===== src/ecr_pkg.sv =====
// Shared types and constants for the ultrasonic echo ranger.
package ecr_pkg;

    // Defaults for the top-level parameters
    localparam int COUNT_WIDTH_DEF = 14;
    localparam int SCALE_Q16_DEF   = 11261;

    // Field widths fixed by the register map and result format
    localparam int CFG_IDX_W  = 3;
    localparam int CFG_DATA_W = 14;
    localparam int TIME_W     = 14;
    localparam int TRIG_W     = 4;
    localparam int COMP_W     = 10;
    localparam int DIST_W     = 12;
    localparam int STAT_W     = 2;
    localparam int FRAC_W     = 16;

    // Register indexes
    localparam logic [CFG_IDX_W-1:0] CFG_TIMEOUT  = 3'd0;
    localparam logic [CFG_IDX_W-1:0] CFG_MIN_PULS = 3'd1;
    localparam logic [CFG_IDX_W-1:0] CFG_TRIG_LEN = 3'd2;
    localparam logic [CFG_IDX_W-1:0] CFG_COMP     = 3'd3;
    localparam logic [CFG_IDX_W-1:0] CFG_MAX_DIST = 3'd4;

    // Register reset values
    localparam logic [TIME_W-1:0] TIMEOUT_RST  = 14'd12000;
    localparam logic [TIME_W-1:0] MIN_PULS_RST = 14'd100;
    localparam logic [TRIG_W-1:0] TRIG_LEN_RST = 4'd10;
    localparam logic [DIST_W-1:0] MAX_DIST_RST = 12'd2000;

    // Status codes
    localparam logic [STAT_W-1:0] ST_OK      = 2'd0;
    localparam logic [STAT_W-1:0] ST_TIMEOUT = 2'd1;
    localparam logic [STAT_W-1:0] ST_RANGE   = 2'd2;

    typedef enum logic [1:0] {
        PH_IDLE = 2'd0,
        PH_TRIG = 2'd1,
        PH_MEAS = 2'd2
    } t_phase;

    typedef struct packed {
        logic        [TIME_W-1:0] timeout;
        logic        [TIME_W-1:0] min_pulse;
        logic        [TRIG_W-1:0] trig_len;
        logic signed [COMP_W-1:0] comp;
        logic        [DIST_W-1:0] max_dist;
    } t_cfg;

    typedef struct packed {
        logic [DIST_W-1:0] dist_mm;
        logic [STAT_W-1:0] status;
    } t_dist_res;

    typedef struct packed {
        logic              trigger;
        logic              busy;
        logic              done;
        logic [DIST_W-1:0] dist_mm;
        logic [STAT_W-1:0] status;
    } t_step_res;

endpackage


===== src/ecr_cfg_regs.sv =====
// Configuration register file of the echo ranger.
module ecr_cfg_regs (
    input  logic                            i_clk,
    input  logic                            i_rst_n,
    input  logic                            i_cfg_we,
    input  logic [ecr_pkg::CFG_IDX_W-1:0]   i_cfg_idx,
    input  logic [ecr_pkg::CFG_DATA_W-1:0]  i_cfg_data,
    output ecr_pkg::t_cfg                   o_cfg
);

    ecr_pkg::t_cfg r_cfg;

    // Register writes, one register per beat
    always_ff @(posedge i_clk) begin
        if (!i_rst_n) begin
            r_cfg.timeout   <= ecr_pkg::TIMEOUT_RST;
            r_cfg.min_pulse <= ecr_pkg::MIN_PULS_RST;
            r_cfg.trig_len  <= ecr_pkg::TRIG_LEN_RST;
            r_cfg.comp      <= '0;
            r_cfg.max_dist  <= ecr_pkg::MAX_DIST_RST;
        end else if (i_cfg_we) begin
            case (i_cfg_idx)
                ecr_pkg::CFG_TIMEOUT:  r_cfg.timeout   <= i_cfg_data[ecr_pkg::TIME_W-1:0];
                ecr_pkg::CFG_MIN_PULS: r_cfg.min_pulse <= i_cfg_data[ecr_pkg::TIME_W-1:0];
                ecr_pkg::CFG_TRIG_LEN: r_cfg.trig_len  <= i_cfg_data[ecr_pkg::TRIG_W-1:0];
                ecr_pkg::CFG_COMP:     r_cfg.comp      <= i_cfg_data[ecr_pkg::COMP_W-1:0];
                ecr_pkg::CFG_MAX_DIST: r_cfg.max_dist  <= i_cfg_data[ecr_pkg::DIST_W-1:0];
                default: ;
            endcase
        end
    end

    assign o_cfg = r_cfg;

endmodule


===== src/ecr_dist_calc.sv =====
// Pulse range check and pulse-to-millimeter conversion with clamp.
module ecr_dist_calc #(
    parameter int COUNT_WIDTH = ecr_pkg::COUNT_WIDTH_DEF,
    parameter int SCALE_Q16   = ecr_pkg::SCALE_Q16_DEF
) (
    input  logic [COUNT_WIDTH-1:0] i_pulse,
    input  ecr_pkg::t_cfg          i_cfg,
    output ecr_pkg::t_dist_res     o_res
);

    localparam int PROD_W = COUNT_WIDTH + ecr_pkg::FRAC_W;
    localparam int WIDE_W = (COUNT_WIDTH > ecr_pkg::DIST_W) ? COUNT_WIDTH : ecr_pkg::DIST_W;
    localparam int SUM_W  = WIDE_W + 2;
    localparam int CMP_W  = (COUNT_WIDTH > ecr_pkg::TIME_W) ? COUNT_WIDTH : ecr_pkg::TIME_W;

    logic [PROD_W-1:0]      w_prod;
    logic [COUNT_WIDTH-1:0] w_scaled;
    logic signed [SUM_W-1:0] w_sum;
    logic signed [SUM_W-1:0] w_max;
    logic                   w_bad;

    // Pulse outside min..timeout window
    assign w_bad = (CMP_W'(i_pulse) > CMP_W'(i_cfg.timeout)) ||
                   (CMP_W'(i_pulse) < CMP_W'(i_cfg.min_pulse));

    // Q16 scale, then mounting offset
    assign w_prod   = PROD_W'(i_pulse) * PROD_W'(SCALE_Q16);
    assign w_scaled = w_prod[PROD_W-1:ecr_pkg::FRAC_W];
    assign w_sum    = signed'(SUM_W'(w_scaled)) + SUM_W'(i_cfg.comp);
    assign w_max    = signed'(SUM_W'(i_cfg.max_dist));

    // Saturate to 0..max, or report max on a bad pulse
    always_comb begin
        if (w_bad) begin
            o_res.dist_mm = i_cfg.max_dist;
            o_res.status  = ecr_pkg::ST_RANGE;
        end else begin
            o_res.status = ecr_pkg::ST_OK;
            if (w_sum < 0) begin
                o_res.dist_mm = '0;
            end else if (w_sum > w_max) begin
                o_res.dist_mm = i_cfg.max_dist;
            end else begin
                o_res.dist_mm = w_sum[ecr_pkg::DIST_W-1:0];
            end
        end
    end

endmodule


===== src/ecr_seq.sv =====
// Measurement sequencer: trigger, tick counting, edge capture, result store.
module ecr_seq #(
    parameter int COUNT_WIDTH = ecr_pkg::COUNT_WIDTH_DEF
) (
    input  logic                   i_clk,
    input  logic                   i_rst_n,
    input  logic                   i_step,
    input  logic                   i_start,
    input  logic                   i_echo,
    input  ecr_pkg::t_cfg          i_cfg,
    output logic [COUNT_WIDTH-1:0] o_pulse,
    input  ecr_pkg::t_dist_res     i_dist,
    output ecr_pkg::t_step_res     o_res
);

    localparam logic [COUNT_WIDTH-1:0] CNT_MAX = {COUNT_WIDTH{1'b1}};
    localparam int CMP_W = (COUNT_WIDTH > ecr_pkg::TIME_W) ? COUNT_WIDTH : ecr_pkg::TIME_W;

    ecr_pkg::t_phase              r_phase, n_phase;
    logic [COUNT_WIDTH-1:0]       r_elapsed, n_elapsed;
    logic [COUNT_WIDTH-1:0]       r_rise, n_rise;
    logic                         r_echo_prev;
    logic [ecr_pkg::DIST_W-1:0]   r_last_dist, n_last_dist;
    logic [ecr_pkg::STAT_W-1:0]   r_last_stat, n_last_stat;

    logic [COUNT_WIDTH-1:0]    w_cnt_inc;
    logic [COUNT_WIDTH-1:0]    w_len;
    logic                      w_rise, w_fall, w_tmo, w_trig_end, w_start_end;
    logic                      w_trig, w_done;

    // Shared tick decode
    assign w_cnt_inc   = (r_elapsed < CNT_MAX) ? r_elapsed + 1'b1 : r_elapsed;
    assign w_len       = (i_cfg.trig_len == '0) ? COUNT_WIDTH'(1)
                                                : COUNT_WIDTH'(i_cfg.trig_len);
    assign w_rise      = i_echo && !r_echo_prev;
    assign w_fall      = !i_echo && r_echo_prev;
    assign w_tmo       = (CMP_W'(w_cnt_inc) > CMP_W'(i_cfg.timeout)) || (w_cnt_inc == CNT_MAX);
    assign w_trig_end  = (w_cnt_inc >= w_len);
    assign w_start_end = (w_len == COUNT_WIDTH'(1));
    assign o_pulse     = (w_cnt_inc >= r_rise) ? w_cnt_inc - r_rise : '0;

    // Next state
    always_comb begin
        n_phase   = r_phase;
        n_elapsed = r_elapsed;
        n_rise    = r_rise;
        unique case (r_phase)
            ecr_pkg::PH_TRIG: begin
                if (w_trig_end) begin
                    n_phase   = ecr_pkg::PH_MEAS;
                    n_elapsed = '0;
                    n_rise    = '0;
                end else begin
                    n_elapsed = w_cnt_inc;
                end
            end
            ecr_pkg::PH_MEAS: begin
                n_elapsed = w_cnt_inc;
                if (w_rise) begin
                    n_rise = w_cnt_inc;
                end
                if (w_fall || w_tmo) begin
                    n_phase = ecr_pkg::PH_IDLE;
                end
            end
            default: begin
                n_phase = ecr_pkg::PH_IDLE;
                if (i_start) begin
                    if (w_start_end) begin
                        n_phase   = ecr_pkg::PH_MEAS;
                        n_elapsed = '0;
                        n_rise    = '0;
                    end else begin
                        n_phase   = ecr_pkg::PH_TRIG;
                        n_elapsed = COUNT_WIDTH'(1);
                    end
                end
            end
        endcase
    end

    // Outputs and result store
    always_comb begin
        w_trig      = 1'b0;
        w_done      = 1'b0;
        n_last_dist = r_last_dist;
        n_last_stat = r_last_stat;
        unique case (r_phase)
            ecr_pkg::PH_TRIG: begin
                w_trig = 1'b1;
            end
            ecr_pkg::PH_MEAS: begin
                if (w_fall) begin
                    w_done      = 1'b1;
                    n_last_dist = i_dist.dist_mm;
                    n_last_stat = i_dist.status;
                end else if (w_tmo) begin
                    w_done      = 1'b1;
                    n_last_dist = i_cfg.max_dist;
                    n_last_stat = ecr_pkg::ST_TIMEOUT;
                end
            end
            default: begin
                w_trig = i_start;
            end
        endcase
    end

    always_comb begin
        o_res.trigger = w_trig;
        o_res.busy    = (n_phase != ecr_pkg::PH_IDLE);
        o_res.done    = w_done;
        o_res.dist_mm = n_last_dist;
        o_res.status  = n_last_stat;
    end

    // State update, one step per input beat
    always_ff @(posedge i_clk) begin
        if (!i_rst_n) begin
            r_phase     <= ecr_pkg::PH_IDLE;
            r_elapsed   <= '0;
            r_rise      <= '0;
            r_echo_prev <= 1'b0;
            r_last_dist <= '0;
            r_last_stat <= ecr_pkg::ST_OK;
        end else if (i_step) begin
            r_phase     <= n_phase;
            r_elapsed   <= n_elapsed;
            r_rise      <= n_rise;
            r_echo_prev <= i_echo;
            r_last_dist <= n_last_dist;
            r_last_stat <= n_last_stat;
        end
    end

    // Checks
    a_trig_only_from_idle_or_trig: assert property (@(posedge i_clk) disable iff (!i_rst_n)
        (i_step && r_phase == ecr_pkg::PH_MEAS) |-> !w_trig)
        else $error("trigger driven while measuring");

    a_done_leaves_idle: assert property (@(posedge i_clk) disable iff (!i_rst_n)
        (i_step && w_done) |=> (r_phase == ecr_pkg::PH_IDLE))
        else $error("sequencer not idle after a result");

    a_meas_entry_clears: assert property (@(posedge i_clk) disable iff (!i_rst_n)
        (i_step && r_phase == ecr_pkg::PH_TRIG && w_trig_end) |=>
            (r_phase == ecr_pkg::PH_MEAS && r_elapsed == '0 && r_rise == '0))
        else $error("measurement did not start from a cleared count");

endmodule


===== src/ultrasonic_echo_ranger_core.sv =====
// Top level of the ultrasonic echo ranger: handshake, pipeline registers, wiring.
//
// Usage: each input beat is one microsecond tick carrying start_req and the
// sampled echo_level. Every input beat yields exactly one result beat with the
// trigger level, busy and done flags and the latest stored distance and status.
// The input channel is i_valid / o_stall, the result channel o_valid / i_stall.
// A beat is taken at a clock edge with valid high and stall low.
// A beat is captured in the input register and then, when the result register is
// free or the receiver does not stall, stepped through the sequencer and distance
// logic into the result register. Throughput: one beat per cycle while the
// receiver does not stall, limited by the single step of the sequencer.
// When the receiver stalls, the result register holds its beat; the input
// register still takes one more beat, and o_stall rises only while both are
// full and i_stall is high.
// Reset (synchronous, active low) empties both registers, loads the register
// defaults and returns the sequencer to idle with zero distance and status ok.
// Configuration must be written via i_cfg_we / i_cfg_idx / i_cfg_data only while idle; the block does not enforce it.
module ultrasonic_echo_ranger_core #(
    parameter int COUNT_WIDTH = ecr_pkg::COUNT_WIDTH_DEF,
    parameter int SCALE_Q16   = ecr_pkg::SCALE_Q16_DEF
) (
    input  logic                            i_clk,
    input  logic                            i_rst_n,
    input  logic                            i_cfg_we,
    input  logic [ecr_pkg::CFG_IDX_W-1:0]   i_cfg_idx,
    input  logic [ecr_pkg::CFG_DATA_W-1:0]  i_cfg_data,
    input  logic                            i_valid,
    output logic                            o_stall,
    input  logic                            i_start_req,
    input  logic                            i_echo_level,
    output logic                            o_valid,
    input  logic                            i_stall,
    output logic                            o_trigger,
    output logic                            o_busy_res,
    output logic                            o_done_res,
    output logic [ecr_pkg::DIST_W-1:0]      o_distance_mm,
    output logic [ecr_pkg::STAT_W-1:0]      o_status
);

    ecr_pkg::t_cfg          w_cfg;
    ecr_pkg::t_dist_res     w_dist;
    ecr_pkg::t_step_res     w_res;
    ecr_pkg::t_step_res     r_res;
    logic [COUNT_WIDTH-1:0] w_pulse;

    logic r_in_valid;
    logic r_start;
    logic r_echo;
    logic r_out_valid;
    logic w_adv;

    // Pipeline control
    assign w_adv   = r_in_valid && (!r_out_valid || !i_stall);
    assign o_stall = r_in_valid && r_out_valid && i_stall;

    // Input register
    always_ff @(posedge i_clk) begin
        if (!i_rst_n) begin
            r_in_valid <= 1'b0;
        end else if (!o_stall) begin
            r_in_valid <= i_valid;
        end
    end

    always_ff @(posedge i_clk) begin
        if (!o_stall && i_valid) begin
            r_start <= i_start_req;
            r_echo  <= i_echo_level;
        end
    end

    ecr_cfg_regs u_cfg (
        .i_clk      (i_clk),
        .i_rst_n    (i_rst_n),
        .i_cfg_we   (i_cfg_we),
        .i_cfg_idx  (i_cfg_idx),
        .i_cfg_data (i_cfg_data),
        .o_cfg      (w_cfg)
    );

    ecr_seq #(
        .COUNT_WIDTH (COUNT_WIDTH)
    ) u_seq (
        .i_clk   (i_clk),
        .i_rst_n (i_rst_n),
        .i_step  (w_adv),
        .i_start (r_start),
        .i_echo  (r_echo),
        .i_cfg   (w_cfg),
        .o_pulse (w_pulse),
        .i_dist  (w_dist),
        .o_res   (w_res)
    );

    ecr_dist_calc #(
        .COUNT_WIDTH (COUNT_WIDTH),
        .SCALE_Q16   (SCALE_Q16)
    ) u_dist (
        .i_pulse (w_pulse),
        .i_cfg   (w_cfg),
        .o_res   (w_dist)
    );

    // Result register
    always_ff @(posedge i_clk) begin
        if (!i_rst_n) begin
            r_out_valid <= 1'b0;
        end else if (w_adv) begin
            r_out_valid <= 1'b1;
        end else if (!i_stall) begin
            r_out_valid <= 1'b0;
        end
    end

    always_ff @(posedge i_clk) begin
        if (w_adv) begin
            r_res <= w_res;
        end
    end

    assign o_valid       = r_out_valid;
    assign o_trigger     = r_res.trigger;
    assign o_busy_res    = r_res.busy;
    assign o_done_res    = r_res.done;
    assign o_distance_mm = r_res.dist_mm;
    assign o_status      = r_res.status;

    // Checks
    a_done_not_busy: assert property (@(posedge i_clk) disable iff (!i_rst_n)
        (o_valid && o_done_res) |-> !o_busy_res)
        else $error("busy reported on the done beat");

    a_trig_busy: assert property (@(posedge i_clk) disable iff (!i_rst_n)
        (o_valid && o_trigger) |-> o_busy_res)
        else $error("trigger driven while not busy");

    a_err_max: assert property (@(posedge i_clk) disable iff (!i_rst_n)
        (o_valid && o_done_res && o_status != ecr_pkg::ST_OK) |->
            (o_distance_mm == w_cfg.max_dist))
        else $error("error result without max distance");

    a_held_beat_kept: assert property (@(posedge i_clk) disable iff (!i_rst_n)
        (r_in_valid && r_out_valid && i_stall) |=> r_in_valid)
        else $error("stalled input beat dropped");

endmodule

===== config.mk =====
export PLATFORM = sky130hd
export DESIGN_NAME = ultrasonic_echo_ranger_core
export DESIGN_NICKNAME = d
export VERILOG_FILES = /design/src/ecr_pkg.sv /design/src/ecr_cfg_regs.sv /design/src/ecr_dist_calc.sv /design/src/ecr_seq.sv /design/src/ultrasonic_echo_ranger_core.sv
export SDC_FILE = /design/constraint.sdc
export NUM_CORES = 1
export LEC_CHECK = 0
export CAP_MARGIN = 40
export CORE_MARGIN = 2
export CORE_UTILIZATION = 30
export DETAILED_ROUTE_END_ITERATION = 8
export DONT_BUFFER_PORTS = 1
export PLACE_DENSITY = 0.5
export SYNTH_ARGS = -nofsm -noshare
export SYNTH_HDL_FRONTEND = slang
export SYNTH_SLANG_ARGS = --single-unit

===== constraint.sdc =====
create_clock -name i_clk -period 19.5 [get_ports i_clk]
set_input_delay 2.925 -clock i_clk [delete_from_list [all_inputs] [get_ports i_clk]]
set_output_delay 2.925 -clock i_clk [all_outputs]
set_load 0.01 [all_outputs]

Word level (Yosys, flattened, before mapping)
Cells that the tools add are included.
{"block": "word_totals", "inputBits": 24, "register_bits": 120, "word_cells": 101, "output_inout_bits": 19}
{"block": "classes", "multipliers": 1, "add_sub_neg": 3, "n_mux": 31, "magnitude_cmp": 8, "n_reduce_logical": 27, "n_eq_ne": 11}
{"cell": "$mux 14", "n": 9}
{"cell": "$mux 12", "n": 5}
{"cell": "$pmux 14 s2", "n": 2}
{"cell": "$ge 14x14->1", "n": 2}
{"cell": "$gt 14x14->1", "n": 2}
{"cell": "$mul 14x14->28 const B", "n": 1}
{"cell": "$add 13x10->14", "n": 1}
{"cell": "$add 14x1->14 const B", "n": 1}
{"cell": "$eq 14x1->1 const B", "n": 1}
{"cell": "$eq 14x14->1 const B", "n": 1}
{"cell": "$gt 14x13->1", "n": 1}
{"cell": "$lt 14x1->1 const B", "n": 1}
{"cell": "$lt 14x14->1", "n": 1}
{"cell": "$lt 14x14->1 const B", "n": 1}
{"cell": "$mux 2", "n": 7}
{"cell": "$sub 14x14->14", "n": 1}
{"cell": "$reduce_and 2->1", "n": 6}
{"cell": "$eq 3x2->1 const B", "n": 2}
{"cell": "$logic_and 1x1->1", "n": 6}
{"cell": "$ne 2x1->1 const B", "n": 3}
{"cell": "$reduce_bool 3->1", "n": 2}
{"cell": "$logic_not 1->1", "n": 5}
{"cell": "$mux 1", "n": 5}
{"cell": "$reduce_and 5->1", "n": 1}
{"cell": "11 further kinds", "n": 14}

Depth between registers and ports, before layout
{"block": "logic_depth", "ltp_word": 12, "mapped_depth": 57}

Hierarchy
From an unflattened synthesis, not the netlist that was laid out.
{"block": "unflattened", "cells_unflattened": 1471, "hier_area_um2": 13279.0}
{"module": "ecr_dist_calc", "cells_each": 692, "area_each_um2": 6152.2, "n_inst": 1}
{"module": "ecr_seq", "cells_each": 542, "area_each_um2": 4311.6, "n_inst": 1}
{"module": "ecr_cfg_regs", "cells_each": 210, "area_each_um2": 2160.8, "n_inst": 1}
{"module": "ultrasonic_echo_ranger_core", "cells_each": 27, "area_each_um2": 654.4, "n_inst": 1}

Worst setup path after synthesis
OpenSTA, ideal clock, no wires.
{"block": "synth_path", "path_kind": "register -> register", "start": "register u_seq.r_elapsed[0]", "end": "register r_res, in the netlist o_distance_mm[1] (data pin)", "stages_incl_launch_ff": 53, "arrival_time_ps": 12180, "t_required_ps": 19228, "synth_period_minus_slack_ps": 12451, "slack_ps": 7049, "cell_sequence": "dfxtp_1 -> ha_1 -> nand2_1 -> nor4_4 -> xnor2_1 -> ha_1 -> fa_1 -> nand2b_1 -> a211oi_1 -> o21ai_2 -> and2_1 -> buf_6 -> clkbuf_1 -> nor3_1 -> fa_1 -> ha_1 -> inv_1 -> fa_1 -> [17 not listed] -> ha_1 -> nand3_1 -> o21ai_0 -> o41ai_1 -> nand2_1 -> a21boi_0 -> xnor2_1 -> ha_1 -> nand4_1 -> nor4_1 -> a21oi_1 -> a2111oi_0 -> o22a_1 -> nand4_2 -> buf_6 -> mux2_1 -> o21ai_0 -> o22ai_1"}
{"block": "synth_via", "elab_chain_len": 12}
{"item": "start: declaration", "line": "ecr_seq.sv:20", "rtl": "logic [COUNT_WIDTH-1:0] r_elapsed, n_elapsed;"}
{"item": "start signal: assignment", "line": "ecr_seq.sv:128", "rtl": "r_elapsed <= n_elapsed;"}
{"item": "$add 14x1->14 or $lt 14x14->1 (tied branches)", "line": "ecr_seq.sv:32", "rtl": "assign w_cnt_inc = (r_elapsed < CNT_MAX) ? r_elapsed + 1'b1 : r_elapsed;"}
{"item": "$mux 14 *", "line": "ecr_seq.sv:32"}
{"item": "$sub 14x14->14 or $ge 14x14->1 (tied branches)", "line": "ecr_seq.sv:40", "rtl": "assign o_pulse = (w_cnt_inc >= r_rise) ? w_cnt_inc - r_rise : '0;"}
{"item": "$mux 14", "line": "ecr_seq.sv:40"}
{"item": "$mul 14x14->28", "line": "ecr_dist_calc.sv:27", "rtl": "assign w_prod = PROD_W'(i_pulse) * PROD_W'(SCALE_Q16);"}
{"item": "$add 13x10->14", "line": "ecr_dist_calc.sv:29", "rtl": "assign w_sum = signed'(SUM_W'(w_scaled)) + SUM_W'(i_cfg.comp);"}
{"item": "$gt 14x13->1", "line": "ecr_dist_calc.sv:41", "rtl": "end else if (w_sum > w_max) begin"}
{"item": "$mux 12", "line": "ecr_dist_calc.sv:41"}
{"item": "$mux 12", "line": "ecr_dist_calc.sv:39", "rtl": "if (w_sum < 0) begin"}
{"item": "$mux 14", "line": "ecr_dist_calc.sv:34", "rtl": "if (w_bad) begin"}
{"item": "$mux 12 *", "line": "ecr_seq.sv:93", "rtl": "if (w_fall) begin"}
{"item": "$mux 12 *", "line": "ecr_seq.sv:88", "rtl": "unique case (r_phase)"}
{"item": "named net u_seq.n_last_dist (one bit)", "line": "ecr_seq.sv:23", "rtl": "logic [ecr_pkg::DIST_W-1:0] r_last_dist, n_last_dist;"}
{"item": "end signal: assignment", "line": "ultrasonic_echo_ranger_core.sv:117", "rtl": "r_res <= w_res;"}
{"item": "end: declaration", "line": "ultrasonic_echo_ranger_core.sv:43", "rtl": "ecr_pkg::t_step_res r_res;"}
Mark *: on every way through the listed nets, which the timed path passes. The rest lies on a longest branch.
A chain may end at the register's enable or synchronous reset.

Worst setup path after layout
{"block": "layout_path", "start": "register u_seq.r_elapsed[4]", "end": "register r_res, in the netlist o_distance_mm[0] (data pin)"}
Same word-level chain as after synthesis.

==> results.md <==
- Status: finished, final reports clean
- Syn Std Cell Area: 0.01267 mm²
- Critical Path Max Stage Delay: 700 ps
- Fin area: 0.01383 mm²
- Top cell by count, worst path: fa_1
- Via count: 10030
- TritonCTS buffer count: 17
- Post-Synthesis Cells: 1481
- Leading cell type in the layout, fill and taps excluded: inv_1
- Layout cell share with drive strength beyond 1: 4.817%
- #FFs+latches synth: 120
- Core area: 0.04185 mm²
- Clk sink count: 120
- Final wirelength: 33.82 mm
- Initial antenna violation count: 0
- CP startpoint kind: flop
- Setup TNS: 0 ps
- Final max-slew violation count: 0
- Number of I/O pins: 43
- Net count after synthesis: 1783
- Leak pwr: 0.006480 µW
- Final-stage net count: 1763
- Sequential share of the synthesized area: 20.46%
- Gr usage total: 15.99%
- Port Buffers: 0
- Hold_buf cts: 0
- Pwr/cell area: 63.87 mW/mm²
- Later-pin clock latency in the skew report: 440 ps
- Row cnt: 75
- Routing usage on met2: 26.66%
- Delay-heaviest family, CP: adder cells
- Power Total: 883.2 µW
- Initial Utilization: 30.27%
- Place WS: 5284 ps
- Ys Warns: 0
- Number of synthesized flops with an enable pin: 19
- Critical path buffers and inverters: 4
- Post-DR wirelength/cell: 16.80 µm
- Slew HR: 42.42%
- Placed cell areas: 0.01324 mm²
- Area grow syn2layout: 9.145%
- Fin cells: 2013
- DR pass1 iterations: 5
- GR Overflow Total: 0
- Netlist cell types: 84
- Max Cap Viol: 0
- Met1 GRT Util: 22.13%
- Placed insts: 1981
- CTS tree: yes
- Remaining DRCs: 0
- Root buffer cell: clkbuf_16
- Die width: 209.5 µm
- First-pass GRT wire length: 55.23 mm
- RePlAce Congestion: 0.8697
- Resized cells post-CTS: 0
- Detail Route Antenna Nets: 0
- Setup WS post-layout: 5175 ps
- Hpwl dp: 26.55 mm
- Setup Skew: 13.41 ps
- Worst hold path type: flop to flop
- RSZ-0062 raised after global routing: no
- Vias in the first global route: 9965
- Met3 usage: 2.125%
- CTS H-tree lvls: 4
- Grt peak-use layer: met2
- Fin crit period: 14320 ps
- CP Max Fanout: 13
- Most frequent cells in the layout: inv_1, ha_1, nand2_1
- Pin count of the biggest net entering global routing: 105
- Post-Syn Area per Cell: 8.555 µm²
- Worst-Margin Slew: 860.6 ps
- Die area: 0.04389 mm²
- Maximum vdd drop: 0.00006321 V
- Crit path arrival time: 14500 ps
- Setup Fix Bufs, Post-CTS: 0
- Reg clk slew, reported paths: 60 ps
- Dominant synthesized flop cell: dfxtp_1
- Fin crit share: 73.46%
- Endpoints failing setup: 0
- Crit end category: flop
- Initial detailed-routing violation count: 492
- Vias per std cell: 4.983
- Fmax: 69.81 MHz
- Hold Violations, Final: 0
- Post-synth ARST share: 0%
- Ant. Diodes: 0
- Clock tree buffer depth: 2
- Crit path required time: 19670 ps
- Die H: 209.5 µm
- CP max stage cell: fa_1
- WS Path Type: flop to flop
worst paths after layout:
check,startpoint,end,slack [ps],depth (start not counted)
worst max-delay path,u_seq.r_elapsed[4]$_SDFFE_PN0P_,o_distance_mm[0]$_DFFE_PP_,5180,47
worst min register to register,u_cfg.o_cfg[38]$_SDFFE_PN0P_,u_cfg.o_cfg[38]$_SDFFE_PN0P_,460,2
worst min-delay path,u_cfg.o_cfg[38]$_SDFFE_PN0P_,u_cfg.o_cfg[38]$_SDFFE_PN0P_,460,2
worst max register to register,u_seq.r_elapsed[4]$_SDFFE_PN0P_,o_distance_mm[0]$_DFFE_PP_,5180,47
cells in the mapped netlist (10+ instances only):
cell type	count	area [µm²]
fa_1	85	1702
xnor2_1	31	271.5
a21oi_1	55	275.3
a21boi_0	53	397.9
mux2i_1	11	110.1
nor3_1	23	115.1
xor2_1	14	122.6
and2_1	18	112.6
nand4_1	10	62.56
nor2b_1	29	181.4
edfxtp_1	19	570.6
a21o_1	21	157.7
and3_1	12	75.07
clkbuf_1	36	135.1
nand3_1	44	220.2
o22ai_1	12	75.07
o21ai_0	53	265.3
o211ai_1	34	255.2
inv_1	225	844.6
dfxtp_1	101	2022
nand2_1	170	638.1
ha_1	193	2415
nor2_1	74	277.8
nand2b_1	18	112.6
area by class of cell:
cell class / instances / area, µm²
well taps: 539 / 674.4
flip-flops and latches: 120 / 2592
clock inverters: 12 / 152.6
repair buffers: 9 / 95.09
inverters: 225 / 844.6
multi-input cells: 1088 / 9032
clock buffers: 20 / 436.7
fillers: 4413 / 28020
state kept, by name (all words and copies together), names as in the netlist:
register / flops
u_seq.r_phase: 2
o_done_res: 1
u_seq.r_rise: 14
u_cfg.o_cfg: 54
o_status: 2
o_busy_res: 1
u_seq.r_elapsed: 14
u_seq.r_echo_prev: 1
r_in_valid: 1
u_seq.r_last_stat: 2
o_trigger: 1
r_start: 1
u_seq.r_last_dist: 12
o_distance_mm: 12
o_valid: 1
r_echo: 1
metal layers:
metal  part of all wire (%)  up-vias
met5                      0        -
met4                   0.99        0
met3                    3.3       21
met2                     47      168
met1                     48     4839
li1                       -     5002
through the flow:
step                      util [%]  hold slack, ps
after floorplan                  -           441.0
after detailed placement     31.63           457.8
after global routing         33.04           485.1
final                        33.04           463.3
after global placement       31.49           448.8
after CTS                    33.04           465.9
worst reg2reg max path: cells and delay by family (launching register included):
family	cells	cell delay (ps)
buf+inv	4	700
simple gates	15	2920
compound gates	15	4520
mux	1	420
fa+ha+maj	10	4620
flops	1	570
xor+xnor	2	350
power by group:
group	total, µW	internal, µW	switching, µW	leakage, µW
combinational	296	123	173	0.00520
clock	325	201	124	0.000276
sequential	263	258	4.58	0.00100
logic make-up (layout without fill, tap and decap cells):
logic type,Yosys count,after routing,synth area share (%)
buffers and inverters,273,266,8.286
xor gates and xnor gates,45,45,3.111
AOI/OAI and AO/OA,303,303,16.60
muxes,23,23,1.936
and+or+nand+nor,438,438,17.04
adders and majority gates,279,279,32.57
DFF,120,120,20.46
(Power assumes the default switching activity.)
